## src/hw/rtl/line_rasterizer_assert.svh

```systemverilog
// assertion helpers for the line rasterizer
`ifndef LINE_RASTERIZER_ASSERT_SVH
`define LINE_RASTERIZER_ASSERT_SVH

// same-cycle implication, checked outside reset
`define LR_ASSERT_IMPLY(label, clk, rst_n, cond, prop, msg) \
    label: assert property (@(posedge clk) disable iff (!(rst_n)) (cond) |-> (prop)) \
        else $error(msg);

// next-cycle implication, checked outside reset
`define LR_ASSERT_NEXT(label, clk, rst_n, cond, prop, msg) \
    label: assert property (@(posedge clk) disable iff (!(rst_n)) (cond) |=> (prop)) \
        else $error(msg);

`endif

```

## src/hw/rtl/lr_pkg.sv

```systemverilog
`default_nettype none
package lr_pkg;

    localparam int COORD_BITS  = 11;
    localparam int LEN_BITS    = COORD_BITS + 1;
    localparam int ADDR_BITS   = 22;
    localparam int WIDTH_BITS  = 12;
    localparam int STEP_BITS   = WIDTH_BITS + 1;
    localparam int COLOR_BITS  = 32;

    localparam logic [WIDTH_BITS-1:0] SURFACE_WIDTH_RESET = WIDTH_BITS'(320);

    // mode codes carried in tuser
    localparam logic MODE_LINE = 1'b0;
    localparam logic MODE_STEP = 1'b1;

    // input tdata layout
    localparam int SX_LSB       = 0;
    localparam int SY_LSB       = SX_LSB + COORD_BITS;
    localparam int EX_LSB       = SY_LSB + COORD_BITS;
    localparam int EY_LSB       = EX_LSB + COORD_BITS;
    localparam int COLOR_LSB    = EY_LSB + COORD_BITS;
    localparam int IN_USED_BITS = COLOR_LSB + COLOR_BITS;
    localparam int IN_DATA_BITS = ((IN_USED_BITS + 7) / 8) * 8;

    // output tdata layout
    localparam int OUT_USED_BITS = ADDR_BITS + COLOR_BITS;
    localparam int OUT_DATA_BITS = ((OUT_USED_BITS + 7) / 8) * 8;

    // register port
    localparam int APB_ADDR_BITS = 3;
    localparam int APB_DATA_BITS = 32;
    localparam logic REG_SURFACE_WIDTH = 1'b0;

    typedef struct packed {
        logic [ADDR_BITS-1:0] addr;
        logic [LEN_BITS-1:0]  pixels_left;
        logic [LEN_BITS-1:0]  error_sum;
        logic [LEN_BITS-1:0]  major_len;
        logic [LEN_BITS-1:0]  minor_len;
        logic [STEP_BITS-1:0] major_step;
        logic [STEP_BITS-1:0] minor_step;
    } t_line_state;

    function automatic logic [ADDR_BITS-1:0] sext_step(input logic [STEP_BITS-1:0] step);
        return {{(ADDR_BITS - STEP_BITS){step[STEP_BITS-1]}}, step};
    endfunction

endpackage
`default_nettype wire

```

## src/hw/rtl/lr_setup.sv

```systemverilog
`default_nettype none
module lr_setup (
    input  logic [lr_pkg::COORD_BITS-1:0] i_start_x,
    input  logic [lr_pkg::COORD_BITS-1:0] i_start_y,
    input  logic [lr_pkg::COORD_BITS-1:0] i_end_x,
    input  logic [lr_pkg::COORD_BITS-1:0] i_end_y,
    input  logic [lr_pkg::WIDTH_BITS-1:0] i_surface_width,
    output lr_pkg::t_line_state           o_state
);
    import lr_pkg::*;

    logic [COORD_BITS-1:0]            adx;
    logic [COORD_BITS-1:0]            ady;
    logic [STEP_BITS-1:0]             xstep;
    logic [STEP_BITS-1:0]             ystep;
    logic [LEN_BITS-1:0]              xlen;
    logic [LEN_BITS-1:0]              ylen;
    logic [COORD_BITS+WIDTH_BITS-1:0] row_base;

    always_comb begin
        if (i_end_x >= i_start_x) begin
            adx   = i_end_x - i_start_x;
            xstep = STEP_BITS'(1);
        end else begin
            adx   = i_start_x - i_end_x;
            xstep = '1;
        end
        if (i_end_y >= i_start_y) begin
            ady   = i_end_y - i_start_y;
            ystep = {1'b0, i_surface_width};
        end else begin
            ady   = i_start_y - i_end_y;
            ystep = STEP_BITS'(0) - {1'b0, i_surface_width};
        end
        xlen = {1'b0, adx} + LEN_BITS'(1);
        ylen = {1'b0, ady} + LEN_BITS'(1);

        row_base = {{WIDTH_BITS{1'b0}}, i_start_y} * {{COORD_BITS{1'b0}}, i_surface_width};

        o_state.addr        = ADDR_BITS'(row_base) + ADDR_BITS'(i_start_x);
        o_state.error_sum   = '0;
        // equal spans go horizontal
        if (adx < ady) begin
            o_state.major_len  = ylen;
            o_state.minor_len  = xlen;
            o_state.major_step = ystep;
            o_state.minor_step = xstep;
        end else begin
            o_state.major_len  = xlen;
            o_state.minor_len  = ylen;
            o_state.major_step = xstep;
            o_state.minor_step = ystep;
        end
        o_state.pixels_left = o_state.major_len;
    end

endmodule
`default_nettype wire

```

## src/hw/rtl/lr_stepper.sv

```systemverilog
`default_nettype none
module lr_stepper (
    input  lr_pkg::t_line_state i_state,
    output lr_pkg::t_line_state o_state,
    output logic                o_active,
    output logic                o_last
);
    import lr_pkg::*;

    logic [LEN_BITS-1:0]  err_sum;
    logic [LEN_BITS-1:0]  pixels_dec;
    logic                 err_wrap;
    logic [ADDR_BITS-1:0] addr_minor;

    always_comb begin
        err_sum    = i_state.error_sum + i_state.minor_len;
        err_wrap   = err_sum >= i_state.major_len;
        addr_minor = err_wrap ? i_state.addr + sext_step(i_state.minor_step) : i_state.addr;
        pixels_dec = i_state.pixels_left - LEN_BITS'(1);

        o_state             = i_state;
        o_state.error_sum   = err_wrap ? err_sum - i_state.major_len : err_sum;
        o_state.addr        = addr_minor + sext_step(i_state.major_step);
        o_state.pixels_left = pixels_dec;

        o_active = pixels_dec != '0;
        o_last   = i_state.pixels_left == LEN_BITS'(1);
    end

endmodule
`default_nettype wire

```

## src/hw/rtl/line_rasterizer.sv

```systemverilog
// a step goes into the input register; its pixel is offered from the result register
// throughput: one item per clock while the output side keeps tready high
// line setup (one 11x12 multiply) and the per-pixel step each fit between the input
// register and the state/result registers, so the stepping state loop sets the rate
// reset (synchronous, active low): no line active, both stages empty, surface_width = 320
`default_nettype none
module line_rasterizer (
    input  logic                             i_clk,
    input  logic                             i_rst_n,
    // input stream
    input  logic                             s_axis_tvalid,
    output logic                             s_axis_tready,
    // start_x, start_y, end_x, end_y, line_color, zero pad
    input  logic [lr_pkg::IN_DATA_BITS-1:0]  s_axis_tdata,
    // mode
    input  logic                             s_axis_tuser,
    // output stream
    output logic                             m_axis_tvalid,
    input  logic                             m_axis_tready,
    // pixel_address, pixel_color, zero pad
    output logic [lr_pkg::OUT_DATA_BITS-1:0] m_axis_tdata,
    // last_pixel
    output logic                             m_axis_tlast,
    // register port
    input  logic                             psel,
    input  logic                             penable,
    input  logic                             pwrite,
    input  logic [lr_pkg::APB_ADDR_BITS-1:0] paddr,
    input  logic [lr_pkg::APB_DATA_BITS-1:0] pwdata,
    output logic [lr_pkg::APB_DATA_BITS-1:0] prdata,
    output logic                             pready
);
    import lr_pkg::*;

    // register file: surface_width only, decoded on the word index
    logic [WIDTH_BITS-1:0] r_surface_width;
    logic                  reg_sel;

    assign pready  = 1'b1;
    assign reg_sel = paddr[2] == REG_SURFACE_WIDTH;
    assign prdata  = reg_sel ? APB_DATA_BITS'(r_surface_width) : '0;

    always_ff @(posedge i_clk) begin
        if (!i_rst_n) begin
            r_surface_width <= SURFACE_WIDTH_RESET;
        end else if (psel && penable && pwrite && pready && reg_sel) begin
            r_surface_width <= pwdata[WIDTH_BITS-1:0];
        end
    end

    // input register stage
    logic                   r_in_valid;
    logic                   r_in_mode;
    logic [COORD_BITS-1:0]  r_in_start_x;
    logic [COORD_BITS-1:0]  r_in_start_y;
    logic [COORD_BITS-1:0]  r_in_end_x;
    logic [COORD_BITS-1:0]  r_in_end_y;
    logic [COLOR_BITS-1:0]  r_in_color;

    // output register stage
    logic                   r_out_valid;
    logic [ADDR_BITS-1:0]   r_out_addr;
    logic [COLOR_BITS-1:0]  r_out_color;
    logic                   r_out_last;

    // the item in the input stage moves on when the result slot is free or draining
    logic advance;
    logic in_xfer;
    logic step_emit;

    assign advance       = r_in_valid && (!r_out_valid || m_axis_tready);
    assign s_axis_tready = !r_in_valid || advance;
    assign in_xfer       = s_axis_tvalid && s_axis_tready;

    always_ff @(posedge i_clk) begin
        if (!i_rst_n) begin
            r_in_valid <= 1'b0;
        end else if (s_axis_tready) begin
            r_in_valid <= s_axis_tvalid;
        end
    end

    always_ff @(posedge i_clk) begin
        if (in_xfer) begin
            r_in_mode    <= s_axis_tuser;
            r_in_start_x <= s_axis_tdata[SX_LSB +: COORD_BITS];
            r_in_start_y <= s_axis_tdata[SY_LSB +: COORD_BITS];
            r_in_end_x   <= s_axis_tdata[EX_LSB +: COORD_BITS];
            r_in_end_y   <= s_axis_tdata[EY_LSB +: COORD_BITS];
            r_in_color   <= s_axis_tdata[COLOR_LSB +: COLOR_BITS];
        end
    end

    // line state
    logic                  r_line_active;
    t_line_state           r_line;
    logic [COLOR_BITS-1:0] r_held_color;

    t_line_state setup_state;
    t_line_state step_state;
    logic        step_active;
    logic        step_last;

    lr_setup u_setup (
        .i_start_x       (r_in_start_x),
        .i_start_y       (r_in_start_y),
        .i_end_x         (r_in_end_x),
        .i_end_y         (r_in_end_y),
        .i_surface_width (r_surface_width),
        .o_state         (setup_state)
    );

    lr_stepper u_stepper (
        .i_state  (r_line),
        .o_state  (step_state),
        .o_active (step_active),
        .o_last   (step_last)
    );

    // a step with no active line is dropped without a result
    assign step_emit = advance && (r_in_mode == MODE_STEP) && r_line_active;

    logic        n_line_active;
    t_line_state n_line;

    always_comb begin
        n_line_active = r_line_active;
        n_line        = r_line;
        if (advance) begin
            case (r_in_mode)
                MODE_LINE: begin
                    // a new command replaces any line in progress
                    n_line_active = 1'b1;
                    n_line        = setup_state;
                end
                MODE_STEP: begin
                    if (r_line_active) begin
                        n_line_active = step_active;
                        n_line        = step_state;
                    end
                end
                default: begin
                    n_line_active = r_line_active;
                end
            endcase
        end
    end

    always_ff @(posedge i_clk) begin
        if (!i_rst_n) begin
            r_line_active <= 1'b0;
            r_line        <= '0;
            r_held_color  <= '0;
        end else begin
            r_line_active <= n_line_active;
            r_line        <= n_line;
            if (advance && (r_in_mode == MODE_LINE)) begin
                r_held_color <= r_in_color;
            end
        end
    end

    // result register: holds a pixel until its transfer completes
    always_ff @(posedge i_clk) begin
        if (!i_rst_n) begin
            r_out_valid <= 1'b0;
        end else if (step_emit) begin
            r_out_valid <= 1'b1;
        end else if (m_axis_tready) begin
            r_out_valid <= 1'b0;
        end
    end

    always_ff @(posedge i_clk) begin
        if (step_emit) begin
            r_out_addr  <= r_line.addr;
            r_out_color <= r_held_color;
            r_out_last  <= step_last;
        end
    end

    assign m_axis_tvalid = r_out_valid;
    assign m_axis_tlast  = r_out_last;
    assign m_axis_tdata  = OUT_DATA_BITS'({r_out_color, r_out_addr});

`include "line_rasterizer_assert.svh"

    `LR_ASSERT_IMPLY(a_active_count, i_clk, i_rst_n, 1'b1, r_line_active == (r_line.pixels_left != '0), "line active flag disagrees with pixel count")
    `LR_ASSERT_IMPLY(a_error_bound, i_clk, i_rst_n, r_line_active, r_line.error_sum < r_line.major_len, "error sum reached major length")
    `LR_ASSERT_IMPLY(a_minor_le_major, i_clk, i_rst_n, r_line_active, r_line.minor_len <= r_line.major_len, "minor length exceeds major length")
    `LR_ASSERT_NEXT(a_last_ends_line, i_clk, i_rst_n, step_emit && step_last, !r_line_active && r_out_last, "line still active after its last pixel")

endmodule
`default_nettype wire

```

## config.mk

```make
export PLATFORM = sky130hd
export DESIGN_NAME = line_rasterizer
export DESIGN_NICKNAME = d
export VERILOG_FILES = /design/src/hw/rtl/lr_pkg.sv /design/src/hw/rtl/lr_setup.sv /design/src/hw/rtl/lr_stepper.sv /design/src/hw/rtl/line_rasterizer.sv
export VERILOG_INCLUDE_DIRS = /design/src /design/src/hw/rtl
export SDC_FILE = /design/constraint.sdc
export NUM_CORES = 1
export LEC_CHECK = 0
export BUFFER_PORTS_ARGS = -buffer_cell sky130_fd_sc_hd__buf_2
export CORE_AREA = 2 2 263 265
export DETAILED_ROUTE_END_ITERATION = 16
export DIE_AREA = 0 0 265 267
export GPL_ROUTABILITY_DRIVEN = 1
export GPL_TIMING_DRIVEN = 1
export SLEW_MARGIN = 30
export SYNTH_ARGS = -nofsm -noshare
export SYNTH_HDL_FRONTEND = slang
export SYNTH_SLANG_ARGS = --single-unit
```

## constraint.sdc

```tcl
create_clock -name i_clk -period 15.9 [get_ports i_clk]
set_clock_uncertainty 0.2 [all_clocks]
set_input_delay 1.59 -clock i_clk [delete_from_list [all_inputs] [get_ports i_clk]]
set_output_delay 1.59 -clock i_clk [all_outputs]
set_load 0.005 [all_outputs]
```

==> qor.txt <==
status - complete, no violations
asr flop ratio synth - 0%
FF+latch area - 6830 um2
RSZ-0062 raised after global routing - no
GR Overflow Total - 0
pre-CTS WS - 9.02 ns
initial antenna violation count - 2
top cell type's share of synthesized area - 19.6%
Site Rows - 96
CP Launch Type - flop
XOR/XNOR share of the synthesized area - 5.06%
Total Neg Setup Slack - 0 ns
clock buffer depth - 3
setup violators final - 0
total number of vias - 15849
RR Startpoint - r_line[26]$_SDFFE_PN0P_
Final Hold Violating Endpoints - 0
Port Buffers - 165
Worst EP required - 16.10 ns
share of post-route cells with drive strength above 1 - 11.4%
arrival time at the worst endpoint - 7.14 ns
Hold WC Path Type - flop to flop
Post-Syn Area - 20300 um2
reg2reg path depth - 27
Die W - 265 um
Post-route DRC - 0
post-layout util - 33.7%
flop2flop setup slack - 8.96 ns
Worst Path Max Fanout - 34
Tmin final - 6.94 ns
post-synthesis mux area share - 0.858%
ANT nets after route - 0
vias in the first global route - 15664
Compound-Gate Fraction of Synth Area - 16.3%
first-pass GRT wire length - 86300 um
Most used DFF post-synth - dfxtp_1
Starting Density - 29.8%
simple-gate portion of the synthesized area - 15.0%
routed wire length - 54600 um
Pins Over Slew Limit - 0
CP Class - flop to flop
CTS tree - built
Post-Synthesis Cells - 2265
post-detail-place hpwl - 40900 um
Max VDD drop - 0.0000909 V
setup ws final - 8.96 ns
worst slew pin tran - 0.950 ns
fmax - 144 MHz
critical path launch point - r_line[26]$_SDFFE_PN0P_
latest clock arrival within the worst-skew pair - 0.57 ns
critical path capture point type - flop
pwr/cell area - 106 nW/um2
H-tree depth - 2
Final nets - 2783
max_cap viols - 0
Die Y - 267 um
Pre-antenna DRT Iters - 5
Yosys cell types - 84
synthesized flop and latch total - 275
area taken by multi-input logic gates - 12100 um2
largest family of logic cells by synthesized area - adder cells
routability-driven placement congestion ratio - 0.863
post-synthesis adder-cell area fraction - 21.8%
CTS clk-pin slew, worst paths - 0.06 ns
filler instances - 7096
Ys Warns - 0
routed vias/inst - 4.83
r2r endpoint - r_line[94]$_SDFFE_PN0P_
Critical Path End - r_line[94]$_SDFFE_PN0P_
# IOs - 215
syn avg cell area - 8.95 um2
GRT Resource Usage Total - 15.5%
cts hold-fix bufs - 0
period utilisation layout - 43.6%
Sink Count - 275
average routed wire per standard cell - 16.6 um
largest area contributor in the netlist - edfxtp_1
CTS root buf - clkbuf_16
largest net degree at the start of global routing - 75
Post-CTS Resized - 0
DRT iter0 DRCs - 823
die area - 70800 um2
core area - 68000 um2
P_leak - 9.94 nW
Layout Area Growth over Synthesis - 13.0%
post-synthesis sequential area ratio - 33.7%
Setup Buffers After CTS - 0
Slew headroom - 36.7%
Post-synth EDFFs - 132
ranking of synthesized cells by area - edfxtp_1, dfxtp_1, ha_1
Num CTS Buffers - 34
-- kinds of logic after synthesis --
family                   count (synthesis)
XOR/XNOR                               117
buffers and inverters                  361
other                                    2
adder cells (fa/ha/maj)                289
flip-flops                             275
AND/OR/NAND/NOR                        672
multiplexers                            17
AO/OA/AOI/OAI                          532
-- cell usage after synthesis (all sizes together) (4+ instances only) --
master,count
nand2b,13
o211ai,11
and2,33
nor3b,5
a221oi,6
a22oi,9
o22ai,7
ha,182
a211oi,43
nor2,156
nand2,308
o21ai,107
nand3,32
inv,225
mux2i,14
and3,8
or2,8
nor4,11
a221o,4
a31oi,19
fa,107
and4,4
a21boi,6
nand4,9
buf,44
o31ai,11
xor2,43
edfxtp,132
a21o,41
or3,10
o21bai,13
nor3,34
clkbuf,91
dfxtp,143
a31o,4
o21a,16
nor2b,27
a311oi,6
xnor2,74
a21oi,203
-- cells in the final DEF, fill, tap and decap left out, types with 10 or more instances in the layout --
cell | netlist | layout
inv_1 | 225 | 223
o21a_1 | 16 | 16
nor4_1 | 10 | 10
a211oi_1 | 42 | 42
fa_1 | 107 | 107
nor3_1 | 33 | 33
buf_2 | 11 | 165
nor2b_1 | 27 | 27
nor2_1 | 155 | 153
o31ai_1 | 10 | 10
a21o_1 | 41 | 41
xor2_1 | 43 | 43
mux2i_1 | 14 | 14
o21bai_1 | 13 | 13
a21oi_1 | 200 | 200
edfxtp_1 | 132 | 132
conb_1 | 2 | 23
a31oi_1 | 18 | 18
buf_4 | 24 | 19
clkbuf_16 | 0 | 34
o21ai_0 | 101 | 101
nand3_1 | 32 | 32
xnor2_1 | 74 | 74
o211ai_1 | 11 | 11
nand2b_1 | 13 | 13
dfxtp_1 | 143 | 143
ha_1 | 182 | 182
nand2_1 | 308 | 307
and2_1 | 33 | 32
or3_1 | 10 | 10
-- critical path, cell delays in order, from the launching register on --
cell and delay, ns:
dfxtp_1 0.33, ha_1 0.24, fa_1 0.41, a21o_1 0.18, a21oi_1 0.23, o21bai_1 0.11, a21oi_1 0.23, xnor2_1 0.17
ha_1 0.33, a21oi_1 0.15, o21ai_0 0.10, a21oi_1 0.23, o21ai_0 0.19, nor4_1 0.37, or2_2 0.62, o21ai_0 0.23
ha_1 0.35, nor2b_1 0.15, o21ai_0 0.25, a21boi_0 0.14, o21ai_0 0.26, a21oi_1 0.16, nor4_1 0.22, nor2_1 0.13
a221o_1 0.37, a31oi_1 0.21, xor2_1 0.18, a221oi_1 0.09
-- sequential cells by signal, indices dropped and copies added, names as in the netlist --
register,flops
r_in_end_y,11
m_axis_tvalid,1
r_out_color,32
r_line,96
m_axis_tlast,1
r_in_mode,1
r_line_active,1
r_in_valid,1
r_held_color,32
r_in_end_x,11
r_in_start_x,11
r_in_color,32
r_out_addr,22
r_in_start_y,11
r_surface_width,12
-- layer usage --
layer / up-vias / share of wire [%] / global-route usage (%) / wire length [um]
met5: - / 0 / 0 / 0
met4: 0 / 2.8 / 4.99 / 1550
met3: 79 / 4.4 / 2.21 / 2420
met2: 326 / 47 / 25.9 / 25800
met1: 7517 / 46 / 20.5 / 24900
li1: 7927 / - / - / -
-- power breakdown --
group / leakage, nW / switching [mW] / internal, mW
Clock: 0.513 / 0.327 / 0.420
Sequential: 2.41 / 0.0343 / 0.782
Combinational: 7.02 / 0.539 / 0.316
-- how the worst min path moves through the flow --
stage | slack (ns) | start | to | cells past startpoint
floorplan | 0.21 | r_held_color[0]$_SDFFE_PN0P_ | r_out_color[0]$_DFFE_PP_ | 0
global placement | 0.21 | r_held_color[4]$_SDFFE_PN0P_ | r_out_color[4]$_DFFE_PP_ | 0
detailed placement | 0.22 | r_held_color[17]$_SDFFE_PN0P_ | r_out_color[17]$_DFFE_PP_ | 0
CTS | 0.23 | r_held_color[17]$_SDFFE_PN0P_ | r_out_color[17]$_DFFE_PP_ | 0
global route | 0.24 | r_held_color[17]$_SDFFE_PN0P_ | r_out_color[17]$_DFFE_PP_ | 0
finish | 0.23 | r_held_color[5]$_SDFFE_PN0P_ | r_out_color[5]$_DFFE_PP_ | 0
-- area by class of cell --
type	instances	area share, %
Multi-Input combinational cell	1650	52.7
Sequential cell	275	29.8
Tap cell	882	4.82
Timing Repair Buffer	184	4.23
Clock buffer	40	3.81
Inverter	226	3.71
Clock inverter	22	0.863
Antenna cell	2	0.0219
-- per-stage QoR --
stage	std cells	area, um2	total power [mW]	hold slack [ns]
after floorplan	2286	20300	1.45	0.208
after global placement	3217	21800	1.67	0.211
after detailed placement	3217	21800	1.68	0.216
after CTS	3279	22900	2.44	0.230
after global routing	3281	22900	2.57	0.236
final	3281	22900	2.42	0.229
Note: power is estimated with default switching activity, not from simulation.
